<file path="config.mk">
export PLATFORM = sky130hd
export DESIGN_NAME = tssc_sqdiv
export DESIGN_NICKNAME = d
export VERILOG_FILES = /design/src/hw/rtl/tssc_pkg.sv /design/src/hw/rtl/tssc_sqdiv.sv
export SDC_FILE = /design/constraint.sdc
export NUM_CORES = 1
export LEC_CHECK = 0
export BUFFER_PORTS_ARGS = -buffer_cell sky130_fd_sc_hd__buf_4
export CAP_MARGIN = 20
export CORE_UTILIZATION = 35
export CTS_BUF_LIST = sky130_fd_sc_hd__clkbuf_8
export CTS_CLUSTER_DIAMETER = 50
export DETAILED_ROUTE_END_ITERATION = 7
export SLEW_MARGIN = 5
export SYNTH_ARGS = -nofsm -noshare
export SYNTH_HDL_FRONTEND = slang
export SYNTH_SLANG_ARGS = --single-unit
export TNS_END_PERCENT = 20
</file>
<file path="constraint.sdc">
create_clock -name clk_i -period 7.1 [get_ports clk_i]
set_input_delay 1.42 -clock clk_i [delete_from_list [all_inputs] [get_ports clk_i]]
set_output_delay 1.42 -clock clk_i [all_outputs]
set_load 0.1 [all_outputs]
</file>
<file path="src/hw/rtl/tssc_pkg.sv">
// Shared types, constants and saturating helpers for the two-segment spring chain step block.
// Used by tssc_sqdiv and two_segment_spring_chain_step_top. No dependencies.
package tssc_pkg;

  // Fraction bits of positions, velocities, gains and directions.
  localparam int FRAC_BITS = 16;
  // Fraction bits of the time step.
  localparam int DT_BITS   = 16;

  localparam int RAD_W  = 64;             // sum of three squares
  localparam int ROOT_W = 33;             // floor square root of that sum
  localparam int DIR_W  = FRAC_BITS + 2;  // unit direction component
  localparam int QUOT_W = FRAC_BITS + 1;  // magnitude of a direction component

  typedef enum logic [2:0] {
    CFG_SPRING_GAIN = 3'd0,
    CFG_TORQUE_GAIN = 3'd1,
    CFG_DRAG_RATE   = 3'd2,
    CFG_REST_LENGTH = 3'd3,
    CFG_GRAVITY_X   = 3'd4,
    CFG_GRAVITY_Y   = 3'd5,
    CFG_GRAVITY_Z   = 3'd6
  } cfg_idx_e;

  // Request to the shared root and divide unit.
  typedef struct packed {
    logic start;
    logic div;     // 1: divide, 0: square root
  } sd_req_t;

  // Answer of the shared root and divide unit.
  typedef struct packed {
    logic                     done;
    logic [ROOT_W-1:0]        root;
    logic signed [DIR_W-1:0]  quot;
  } sd_rsp_t;

  function automatic logic signed [31:0] sat32(input logic signed [67:0] v);
    logic signed [31:0] r;
    if (v > 68'sd2147483647) begin
      r = 32'sh7fff_ffff;
    end else if (v < -68'sd2147483648) begin
      r = 32'sh8000_0000;
    end else begin
      r = v[31:0];
    end
    return r;
  endfunction

  function automatic logic signed [31:0] add_sat(input logic signed [31:0] a,
                                                 input logic signed [31:0] b);
    logic signed [32:0] s;
    logic signed [31:0] r;
    s = {a[31], a} + {b[31], b};
    if (s[32] != s[31]) begin
      r = s[32] ? 32'sh8000_0000 : 32'sh7fff_ffff;
    end else begin
      r = s[31:0];
    end
    return r;
  endfunction

  function automatic logic signed [31:0] sub_sat(input logic signed [31:0] a,
                                                 input logic signed [31:0] b);
    logic signed [32:0] s;
    logic signed [31:0] r;
    s = {a[31], a} - {b[31], b};
    if (s[32] != s[31]) begin
      r = s[32] ? 32'sh8000_0000 : 32'sh7fff_ffff;
    end else begin
      r = s[31:0];
    end
    return r;
  endfunction

endpackage

</file>
<file path="src/hw/rtl/tssc_sqdiv.sv">
// Shared iterative unit: floor square root of a 64-bit sum, or a signed component
// divided by a length into a unit direction. Depends on tssc_pkg.
module tssc_sqdiv (
  input  logic                                clk_i,
  input  logic                                rst_ni,
  input  tssc_pkg::sd_req_t                   req_i,
  input  logic [tssc_pkg::RAD_W-1:0]          rad_i,
  input  logic signed [31:0]                  num_i,
  input  logic [tssc_pkg::ROOT_W-1:0]         den_i,
  output tssc_pkg::sd_rsp_t                   rsp_o
);

  logic                          busy_q, done_q, div_q, neg_q, nb_q;
  logic [4:0]                    cnt_q;
  logic [63:0]                   v_q, r_q;
  logic [tssc_pkg::ROOT_W-1:0]   den_q;

  logic [32:0] mag;
  logic [63:0] bitv, minu, subt;
  logic [64:0] diff;
  logic        ge, nbit;

  assign mag  = num_i[31] ? (33'd0 - {num_i[31], num_i}) : {1'b0, num_i};
  assign bitv = 64'd1 << {cnt_q, 1'b0};
  assign nbit = (cnt_q == 5'(tssc_pkg::QUOT_W - 1)) ? nb_q : 1'b0;

  // One compare-subtract serves both operations.
  always_comb begin
    if (div_q) begin
      minu = {30'd0, v_q[32:0], nbit};
      subt = {31'd0, den_q};
    end else begin
      minu = v_q;
      subt = r_q + bitv;
    end
    diff = {1'b0, minu} - {1'b0, subt};
    ge   = !diff[64];
  end

  always_ff @(posedge clk_i or negedge rst_ni) begin
    if (!rst_ni) begin
      busy_q <= 1'b0;
      done_q <= 1'b0;
      div_q  <= 1'b0;
      neg_q  <= 1'b0;
      nb_q   <= 1'b0;
      cnt_q  <= '0;
      v_q    <= '0;
      r_q    <= '0;
      den_q  <= '0;
    end else begin
      done_q <= 1'b0;
      if (req_i.start) begin
        busy_q <= 1'b1;
        div_q  <= req_i.div;
        r_q    <= '0;
        den_q  <= den_i;
        neg_q  <= num_i[31];
        nb_q   <= mag[0];
        if (req_i.div) begin
          v_q   <= {32'd0, mag[32:1]};
          cnt_q <= 5'(tssc_pkg::QUOT_W - 1);
        end else begin
          v_q   <= rad_i;
          cnt_q <= 5'd31;
        end
      end else if (busy_q) begin
        if (div_q) begin
          v_q <= ge ? diff[63:0] : minu;
          r_q <= {r_q[62:0], ge};
        end else if (ge) begin
          v_q <= diff[63:0];
          r_q <= (r_q >> 1) + bitv;
        end else begin
          r_q <= r_q >> 1;
        end
        if (cnt_q == 5'd0) begin
          busy_q <= 1'b0;
          done_q <= 1'b1;
        end else begin
          cnt_q <= cnt_q - 5'd1;
        end
      end
    end
  end

  assign rsp_o.done = done_q;
  assign rsp_o.root = r_q[tssc_pkg::ROOT_W-1:0];
  assign rsp_o.quot = neg_q ? (tssc_pkg::DIR_W'(0) - {1'b0, r_q[tssc_pkg::QUOT_W-1:0]})
                            : {1'b0, r_q[tssc_pkg::QUOT_W-1:0]};

endmodule

</file>
==> results.py, run 1 <==
metrics = {
    "global_routing": {
        "grt_pass1_wl_um": 104400,
        "antenna_found_initial": 2,
        "overflow": 0,
        "grt_pass1_vias": 19070,
        "grt_util_all_layers": 0.2276,
        "grt_max_degree": 98,
    },
    "worst_setup_path": {
        "crit_required_ns": 7.58,
        "crit_type": "flop to flop",
        "cp_num_buf_inv": 4,
        "critPathArrivalTime_ns": 7.26,
        "startpoint_type": "flop",
        "slowest_delay_ns": 0.55,
        "cp_common_cell": "ha_1",
        "crit_family": "simple AND/OR/NAND/NOR gates",
        "crit_fanout": 28,
        "critPathSlowestCell": "or4_4",
        "endpoint_kind": "flop",
    },
    "pwr": {
        "power_density_mw_per_mm2": 330.0,
        "pwr-share-comb": 0.698,
        "internal_power_mw": 3.543,
        "ir_worst_vdd_v": 0.0003133,
        "switching_share": 0.5243,
        "power_mw": 7.448,
        "power_switching_mw": 3.904,
        "clock_power_share": 0.100,
        "seq_power_share": 0.201,
        "p_leak_nw": 9.252,
    },
    "min_path": {
        "hold_class": "flop to flop",
    },
    "clocking": {
        "clk_path_buf_depth": 2,
        "cts_buffers": 17,
        "htree_levels": 4,
        "cts_hold_buf": 0,
        "clk_pin_slew_ns": 0.11,
        "clk_latency_ns": 0.56,
        "root_buffer": "clkbuf_8",
        "cts_tree": "built",
        "cts_sinks": 171,
    },
    "cells_and_area": {
        "drive_gt1_frac": 0.1686,
        "fin_area_mm2": 0.02257,
        "fillers": 5877,
        "fin_cells": 3462,
        "final_nets": 2941,
        "syn_to_final_growth_pct": 13.30,
        "post-route-util": 0.4010,
    },
    "timing": {
        "fmax_mhz": 147.4,
        "rsz0062_at_grt": "true",
        "skew_ns": 0.03476,
        "relSlewSlack": 0.2353,
        "fin_crit_sh": 0.9555,
        "hold_viol": 0,
        "maxSlewViolCount": 0,
        "fin_crit_ns": 6.784,
        "setup_viol": 0,
        "tightest_slew_ns": 1.144,
        "totalNegativeSetupSlack_ns": 0,
    },
    "place": {
        "place_hpwl_um": 50790,
        "portBuffers": 184,
        "gp_congestion": 0.9407,
        "dpl.cell_count": 3421,
        "placed_area_mm2": 0.02188,
    },
    "yosys": {
        "syn_inst": 2634,
        "syn_avg_cell_area_um2": 7.562,
        "synthArstFlopShare": 1.000,
        "synthesis.nets": 2882,
        "synth.distinct_cells": 101,
        "synth_seq_area_share": 0.2148,
        "ys_ff_latch": 171,
        "syn-cell-area_mm2": 0.01992,
        "synth_warnings": 0,
        "synth_top_area_frac": 0.2148,
        "netlist_top_cells_area": "dfrtp_1, xnor2_1, ha_1",
        "netlist_top_cells_count": "nand2_1, nor2_1, a21oi_1",
        "yosysTopAreaCell": "dfrtp_1",
        "synthFlopType": "dfrtp_1",
        "yosysMostFrequentCell": "nand2_1",
        "synth_edf_count": 0,
    },
    "detailed_routing": {
        "routedWlPerCell_um": 19.25,
        "dr.pass1.iters": 5,
        "detail-route-antenna-nets": 0,
        "drtIter0Drc": 1495,
        "vias_per_cell": 5.699,
        "drc": 0,
        "num_vias": 19730,
        "routed_wl_um": 66640,
    },
    "floorplanning": {
        "ioPinCount": 185,
        "rows": 87,
        "dieArea_mm2": 0.05787,
        "die_width_um": 240.6,
        "core-area_mm2": 0.05628,
        "start_util": 0.3539,
        "die_h_um": 240.6,
    },
    "job": {
        "maxCapViolCount": 0,
    },
    "status": {
        "outcome": "finished clean",
    },
}
-- area by class of cell --
type                       instances  area, um^2  area share
multi-input combinational       2186       14670      0.6501
sequential                       171        4287      0.1899
timing repair buffer             261        2067     0.09158
tap                              756       945.9     0.04191
clock buffer                      17       234.0     0.01037
inverter                          56       210.2    0.009314
clock inverter                    14       151.4    0.006708
antenna                            1       2.502   0.0001109
-- power by group through the flow --
| stage | clock network, mW | registers, mW | logic (mW) |
|---|---|---|---|
| after CTS | 0.765 | 1.50 | 5.10 |
| after floorplan | 0 | 1.37 | 3.80 |
| final | 0.747 | 1.50 | 5.20 |
| after detailed placement | 0 | 1.51 | 5.06 |
| after global placement | 0 | 1.50 | 5.03 |
| after global routing | 0.804 | 1.54 | 5.70 |
-- placed cells by master (no fill, tap or decap), drive strengths merged, types with 25 or more instances in the layout --
cell,netlist,final
nand4,41,41
a31oi,51,51
o21ai,218,218
nor2b,57,57
nand2b,72,72
nor2,254,254
nand2,303,303
xnor2,179,179
mux2,71,71
o31ai,31,31
a221oi,40,40
ha,114,114
a21o,41,41
xor2,80,80
o21bai,30,30
a21oi,212,212
inv,52,60
buf,75,261
dfrtp,171,171
mux2i,29,29
nor3,25,25
-- routing by layer --
layer / up-vias / global-route usage / wire (um) / share of wire
met1: 9695 / 0.2971 / 29650 / 0.44
met3: 64 / 0.02974 / 2617 / 0.039
li1: 9525 / - / - / -
met2: 445 / 0.3980 / 33380 / 0.50
met5: - / 0 / 0 / 0
met4: 0 / 0.04845 / 995 / 0.015
-- sequential cells by signal, summed over array words and instances, names as in the netlist --
signal,count
div_q,1
den_q,33
cnt_q,5
busy_q,1
v_q,64
nb_q,1
neg_q,1
done_q,1
r_q,64
-- per-stage QoR --
step	setup WS [ns]	hold slack, ns
6_report	0.3157	0.4937
5_1_grt	-0.009254	0.5303
4_1_cts	-0.01210	0.4982
3_5_place_dp	-0.1308	0.4750
3_3_place_gp	0.07553	0.4515
2_1_floorplan	0.3632	0.4309
-- final timing paths --
path                            cells after the start            startpoint             endpoint  slack (ns)
min in group asynchronous                           1                rst_ni  r_q[63]$_DFFE_PN0P_        0.97
worst min-delay path                                2   v_q[52]$_DFFE_PN0P_  v_q[52]$_DFFE_PN0P_        0.49
worst min register to register                      2   v_q[52]$_DFFE_PN0P_  v_q[52]$_DFFE_PN0P_        0.49
worst max register to register                     32  cnt_q[0]$_DFFE_PN0P_   v_q[7]$_DFFE_PN0P_        0.32
worst max-delay path                               32  cnt_q[0]$_DFFE_PN0P_   v_q[7]$_DFFE_PN0P_        0.32
max in group asynchronous                           2                rst_ni    div_q$_DFFE_PN0P_        4.85
-- logic make-up after synthesis --
logic type                 count (synthesis)  share of synthesized area
xor gates and xnor gates                 259                     0.1139
muxes                                    100                    0.05471
adders and majority gates                134                    0.08222
DFF                                      171                     0.2148
AOI/OAI and AO/OA                        790                     0.2511
and+or+nand+nor                          903                     0.2221
buffers and inverters                    277                    0.06118
-- what timing repair did --
item,CTS,global route
setup endpoints to repair,31,127
buffers inserted,4,5
gates resized for setup,4,56
endpoints found under the hold margin,0,0
pin swaps,3,12
-- worst register-to-register path: cells and delay by family, from the launching register on --
kind | cells | cell delay [ns]
flip-flops | 1 | 0.46
AO/OA/AOI/OAI | 12 | 2.15
XOR/XNOR | 1 | 0.15
AND/OR/NAND/NOR | 11 | 2.57
buffers and inverters | 4 | 0.51
adder cells (fa/ha/maj) | 4 | 0.88
(Power assumes the default switching activity.)
==> inputs of run 2 (changes only) <==
==> constraint.sdc (replaced) <==
create_clock -name clk_i -period 6.9 [get_ports clk_i]
set_input_delay 1.38 -clock clk_i [delete_from_list [all_inputs] [get_ports clk_i]]
set_output_delay 1.38 -clock clk_i [all_outputs]
set_load 0.1 [all_outputs]
==> results.py, run 2 (same netlist as run 1, synthesis figures left out) <==
metrics = {
    "status": {
        "outcome": "finished clean",
    },
    "worst_setup_path": {
        "critPathArrivalTime_ns": 7.24,
        "startpoint_type": "flop",
        "critPathSlowestCell": "or4_4",
        "endpoint_kind": "flop",
        "crit_required_ns": 7.45,
        "slowest_delay_ns": 0.57,
        "crit_fanout": 28,
        "crit_type": "flop to flop",
    },
    "global_routing": {
        "grt_max_degree": 147,
        "grt_util_all_layers": 0.2324,
        "grt_pass1_wl_um": 105800,
        "grt_pass1_vias": 19540,
        "overflow": 0,
        "antenna_found_initial": 2,
    },
    "job": {
        "maxCapViolCount": 0,
    },
    "detailed_routing": {
        "drc": 0,
        "routedWlPerCell_um": 19.34,
        "dr.pass1.iters": 6,
        "routed_wl_um": 67940,
        "vias_per_cell": 5.681,
        "num_vias": 19960,
        "drtIter0Drc": 1280,
        "detail-route-antenna-nets": 0,
    },
    "cells_and_area": {
        "fillers": 5794,
        "syn_to_final_growth_pct": 15.82,
        "post-route-util": 0.4099,
        "layout_commonest_cell": "nand2_1",
        "largestRegisters": "r_q (64), v_q (64), den_q (33)",
        "drive_gt1_frac": 0.1869,
        "final_cell_mix": "nand2_1, buf_4, nor2_1",
        "final_nets": 2991,
    },
    "timing": {
        "tightest_slew_ns": 0.9869,
        "hold-worst-slack_ns": 0.4945,
        "fin_crit_sh": 0.9705,
        "relSlewSlack": 0.3414,
        "skew_ns": 0.02858,
        "rsz0062_at_grt": "true",
        "setup_viol": 0,
        "fmax_mhz": 149.3,
        "hold_viol": 0,
        "fin_crit_ns": 6.697,
        "fin_ws_ns": 0.2033,
        "maxSlewViolCount": 0,
        "totalNegativeSetupSlack_ns": 0,
    },
    "pwr": {
        "power_density_mw_per_mm2": 345.1,
        "ir_worst_vdd_v": 0.0003583,
        "p_leak_nw": 9.525,
    },
    "clocking": {
        "cts_hold_buf": 0,
        "cts_buffers": 17,
        "clk_pin_slew_ns": 0.12,
        "clk_path_buf_depth": 2,
        "htree_levels": 4,
        "clk_latency_ns": 0.62,
        "cts_tree": "built",
        "root_buffer": "clkbuf_8",
        "cts_sinks": 171,
    },
    "floorplanning": {
        "rows": 87,
        "dieArea_mm2": 0.05787,
        "die_h_um": 240.6,
        "core-area_mm2": 0.05628,
        "die_width_um": 240.6,
        "ioPinCount": 185,
        "start_util": 0.3539,
    },
    "place": {
        "pre_cts_slack_ns": -0.03792,
        "place_hpwl_um": 51440,
        "portBuffers": 184,
        "gp_congestion": 0.9497,
    },
    "min_path": {
        "hold_class": "flop to flop",
    },
}
==> run 2: cell types whose count changed in the layout (fill, tap and decap cells not counted), moves of 3 or more <==
cell / change
buf_4: +46
clkinv_8: +4
clkbuf_16: +3
inv_8: -3
nand2_1: -3
==> run 2: power by group <==
group	switching (mW)	total [mW]	internal (mW)
clock network	0.521	0.796	0.275
registers	0.289	1.54	1.25
logic	3.31	5.62	2.31
total	4.12	7.96	3.84
==> run 2: routing by layer <==
metal | global-route usage | up-vias | part of all wire
met3 | 0.02962 | 104 | 0.045
met5 | 0 | - | 0
li1 | - | 9625 | -
met1 | 0.2923 | 9704 | 0.43
met2 | 0.4007 | 526 | 0.50
met4 | 0.09342 | 0 | 0.027
==> run 2: critical path: cells and delay by family, from the launching register on <==
| kind | cells | cell delay (ns) |
|---|---|---|
| xor gates and xnor gates | 1 | 0.17 |
| DFF | 1 | 0.44 |
| and+or+nand+nor | 11 | 2.52 |
| adders and majority gates | 4 | 0.74 |
| AOI/OAI and AO/OA | 12 | 2.21 |
| buffers and inverters | 4 | 0.51 |
==> run 2: timing repair <==
action / 4_1_cts / 5_1_grt
gates resized for setup: 3 / 64
pin swaps: 2 / 21
setup endpoints to repair: 12 / 127
buffers inserted: 0 / 11
gates cloned: 0 / 3
==> run 2: worst paths after layout <==
kind | from | end | slack (ns) | cells past startpoint
worst max-delay path | cnt_q[0]$_DFFE_PN0P_ | v_q[7]$_DFFE_PN0P_ | 0.20 | 32
worst min-delay path | v_q[33]$_DFFE_PN0P_ | v_q[33]$_DFFE_PN0P_ | 0.49 | 2
worst max register to register | cnt_q[0]$_DFFE_PN0P_ | v_q[7]$_DFFE_PN0P_ | 0.20 | 32
worst min register to register | v_q[33]$_DFFE_PN0P_ | v_q[33]$_DFFE_PN0P_ | 0.49 | 2
max in group asynchronous | rst_ni | div_q$_DFFE_PN0P_ | 4.91 | 2
min in group asynchronous | rst_ni | r_q[61]$_DFFE_PN0P_ | 0.85 | 1
==> run 2: stage by stage <==
stage                     cells  cell area, um^2  power [mW]
after floorplan            2634            19920       5.323
after global placement     3466            22230       6.896
after detailed placement   3466            22230       6.939
after CTS                  3498            22650       7.774
after global routing       3513            23070       8.572
final                      3513            23070       7.963
==> run 2: layout make-up <==
type | instances | area, um^2 | area share
inverters | 56 | 212.7 | 0.009220
clock buffers | 17 | 234.0 | 0.01014
diodes | 1 | 2.502 | 0.0001085
well taps | 756 | 945.9 | 0.04100
repair buffers | 311 | 2507 | 0.1087
clock inverters | 15 | 178.9 | 0.007755
multi-input cells | 2186 | 14710 | 0.6374
flip-flops and latches | 171 | 4284 | 0.1857
==> inputs of run 3 (changes only) <==
--- a/config.mk
+++ b/config.mk
@@ -8,7 +8,7 @@
 export BUFFER_PORTS_ARGS = -buffer_cell sky130_fd_sc_hd__buf_4
 export CAP_MARGIN = 20
 export CORE_UTILIZATION = 35
-export CTS_BUF_LIST = sky130_fd_sc_hd__clkbuf_8
+export CTS_BUF_LIST = sky130_fd_sc_hd__clkbuf_2
 export CTS_CLUSTER_DIAMETER = 50
 export DETAILED_ROUTE_END_ITERATION = 7
 export SLEW_MARGIN = 5
==> constraint.sdc (replaced) <==
create_clock -name clk_i -period 6.9 [get_ports clk_i]
set_input_delay 1.725 -clock clk_i [delete_from_list [all_inputs] [get_ports clk_i]]
set_output_delay 1.725 -clock clk_i [all_outputs]
set_load 0.1 [all_outputs]
==> results.py, run 3 (same netlist as run 1, synthesis figures left out) <==
metrics = {
    "worst_setup_path": {
        "critical_path_depth": 32,
        "cp_common_cell": "ha_4",
        "crit_fanout": 24,
        "crit_family": "compound AO/OA/AOI/OAI gates",
        "startpoint_type": "flop",
        "crit_type": "flop to flop",
        "slowest_delay_ns": 0.57,
        "rrSetupSlack_ns": 0.19,
        "critPathSlowestCell": "or4_4",
        "cp_num_buf_inv": 5,
        "endpoint_kind": "flop",
        "crit_required_ns": 7.95,
        "critPathArrivalTime_ns": 7.76,
        "r2r.worst_path.cells": 32,
        "r2r_start": "cnt_q[0]$_DFFE_PN0P_",
        "r2r_end": "v_q[53]$_DFFE_PN0P_",
    },
    "pwr": {
        "internal_power_mw": 3.818,
        "power_density_mw_per_mm2": 347.6,
        "clock_power_share": 0.080,
        "ir_worst_vdd_v": 0.0003248,
        "power_switching_mw": 4.258,
        "pwr-share-comb": 0.729,
        "power_mw": 8.076,
        "switching_share": 0.5273,
        "seq_power_share": 0.192,
        "p_leak_nw": 9.555,
    },
    "clocking": {
        "root_buffer": "clkbuf_2",
        "htree_levels": 4,
        "clk_latency_ns": 1.20,
        "cts_buffers": 17,
        "cts_sinks": 171,
        "cts_tree": "built",
        "clk_pin_slew_ns": 0.36,
        "clk_path_buf_depth": 2,
    },
    "floorplanning": {
        "die_h_um": 240.6,
        "ioPinCount": 185,
        "die_width_um": 240.6,
        "rows": 87,
        "dieArea_mm2": 0.05787,
        "start_util": 0.3539,
        "core-area_mm2": 0.05628,
    },
    "cells_and_area": {
        "fin_area_mm2": 0.02323,
        "fillers": 5817,
        "layout_commonest_cell": "nand2_1",
        "drive_gt1_frac": 0.1967,
        "final_nets": 2996,
        "largestRegisters": "r_q (64), v_q (64), den_q (33)",
        "ff_latch_area_mm2": 0.004284,
        "syn_to_final_growth_pct": 16.63,
        "multi_input_area_mm2": 0.01488,
        "final_cell_mix": "nand2_1, buf_4, nor2_1",
    },
    "global_routing": {
        "grt_max_degree": 142,
        "overflow": 0,
        "grt_pass1_vias": 19560,
        "grt_util_all_layers": 0.2336,
        "grt_pass1_wl_um": 106600,
        "antenna_found_initial": 4,
    },
    "timing": {
        "fin_crit_sh": 0.9726,
        "totalNegativeSetupSlack_ns": 0,
        "fmax_mhz": 149.0,
        "skew_ns": 0.08113,
        "relSlewSlack": 0.2813,
        "setup_viol": 0,
        "maxSlewViolCount": 0,
        "hold_viol": 0,
        "tightest_slew_ns": 1.077,
        "hold-worst-slack_ns": 0.4117,
        "fin_crit_ns": 6.711,
    },
    "detailed_routing": {
        "routedWlPerCell_um": 19.55,
        "vias_per_cell": 5.658,
        "num_vias": 19940,
        "drtIter0Drc": 1419,
        "detail-route-antenna-nets": 0,
        "routed_wl_um": 68880,
        "dr.pass1.iters": 5,
        "drc": 0,
    },
    "job": {
        "maxCapViolCount": 0,
    },
    "status": {
        "outcome": "finished clean",
    },
    "place": {
        "placed_area_mm2": 0.02222,
        "portBuffers": 184,
        "gp_congestion": 0.9719,
        "place_hpwl_um": 51110,
    },
    "min_path": {
        "hold_class": "input pin to asynchronous set/reset pin",
    },
}
[run 3: changes by cell type in the layout (fill, tap and decap cells not counted), moves of 4 or more]
cell,previous run,this run
clkbuf_2,0,17
clkbuf_8,17,0
a221oi_1,38,31
a221oi_2,2,9
diode_2,1,7
ha_1,108,104
inv_8,3,7
[run 3: metrics by stage]
| stage | utilization | worst slack [ns] | std cells |
|---|---|---|---|
| floorplan | - | 0.1632 | 2634 |
| CTS | 0.3999 | 0.01865 | 3497 |
| finish | 0.4128 | 0.1889 | 3524 |
| global placement | 0.3949 | 0.1251 | 3464 |
| detailed placement | 0.3949 | -0.1355 | 3464 |
| global route | 0.4127 | -0.1203 | 3523 |
[run 3: how the worst max path moves through the flow]
stage,start,to,slack (ns)
after global routing,cnt_q[0]$_DFFE_PN0P_,v_q[7]$_DFFE_PN0P_,-0.12
after global placement,cnt_q[1]$_DFFE_PN0P_,v_q[7]$_DFFE_PN0P_,0.13
after floorplan,cnt_q[2]$_DFFE_PN0P_,v_q[5]$_DFFE_PN0P_,0.16
after detailed placement,cnt_q[1]$_DFFE_PN0P_,v_q[7]$_DFFE_PN0P_,-0.14
after CTS,cnt_q[0]$_DFFE_PN0P_,v_q[7]$_DFFE_PN0P_,0.02
final,cnt_q[0]$_DFFE_PN0P_,v_q[53]$_DFFE_PN0P_,0.19
[run 3: repair_timing]
item / 4_1_cts / 5_1_grt
gates cloned: 0 / 6
resized for setup: 5 / 95
pin swaps: 0 / 28
endpoints found under the setup margin: 62 / 126
hold buffers: 0 / 0
buffers inserted: 1 / 13
[run 3: power groups by stage]
stage          sequential [mW]  combinational (mW)  clock (mW)
6_report                  1.55                5.88       0.642
3_3_place_gp              1.55                5.32           0
2_1_floorplan             1.41                3.91           0
5_1_grt                   1.59                6.44       0.700
3_5_place_dp              1.56                5.36           0
4_1_cts                   1.54                5.39       0.664
[run 3: worst reg2reg max path, delay by kind of cell (launching register included)]
| kind | cells | cell delay, ns |
|---|---|---|
| AO/OA/AOI/OAI | 13 | 2.84 |
| AND/OR/NAND/NOR | 9 | 1.66 |
| buffers and inverters | 5 | 0.71 |
| adder cells (fa/ha/maj) | 4 | 0.69 |
| flip-flops | 1 | 0.50 |
| XOR/XNOR | 1 | 0.17 |
[run 3: final cells by class]
type / instances / area share
antenna: 7 / 0.0007540
clock buffer: 17 / 0.003662
clock inverter: 15 / 0.007486
inverter: 56 / 0.009156
multi-input combinational: 2186 / 0.6404
sequential: 171 / 0.1844
tap: 756 / 0.04072
timing repair buffer: 316 / 0.1134
[run 3: metal layers]
| layer | vias up | global-route usage | part of all wire |
|---|---|---|---|
| met5 | - | 0 | 0 |
| met4 | 0 | 0.08898 | 0.024 |
| met3 | 91 | 0.02894 | 0.041 |
| met2 | 498 | 0.4008 | 0.49 |
| met1 | 9711 | 0.2978 | 0.44 |
| li1 | 9639 | - | - |
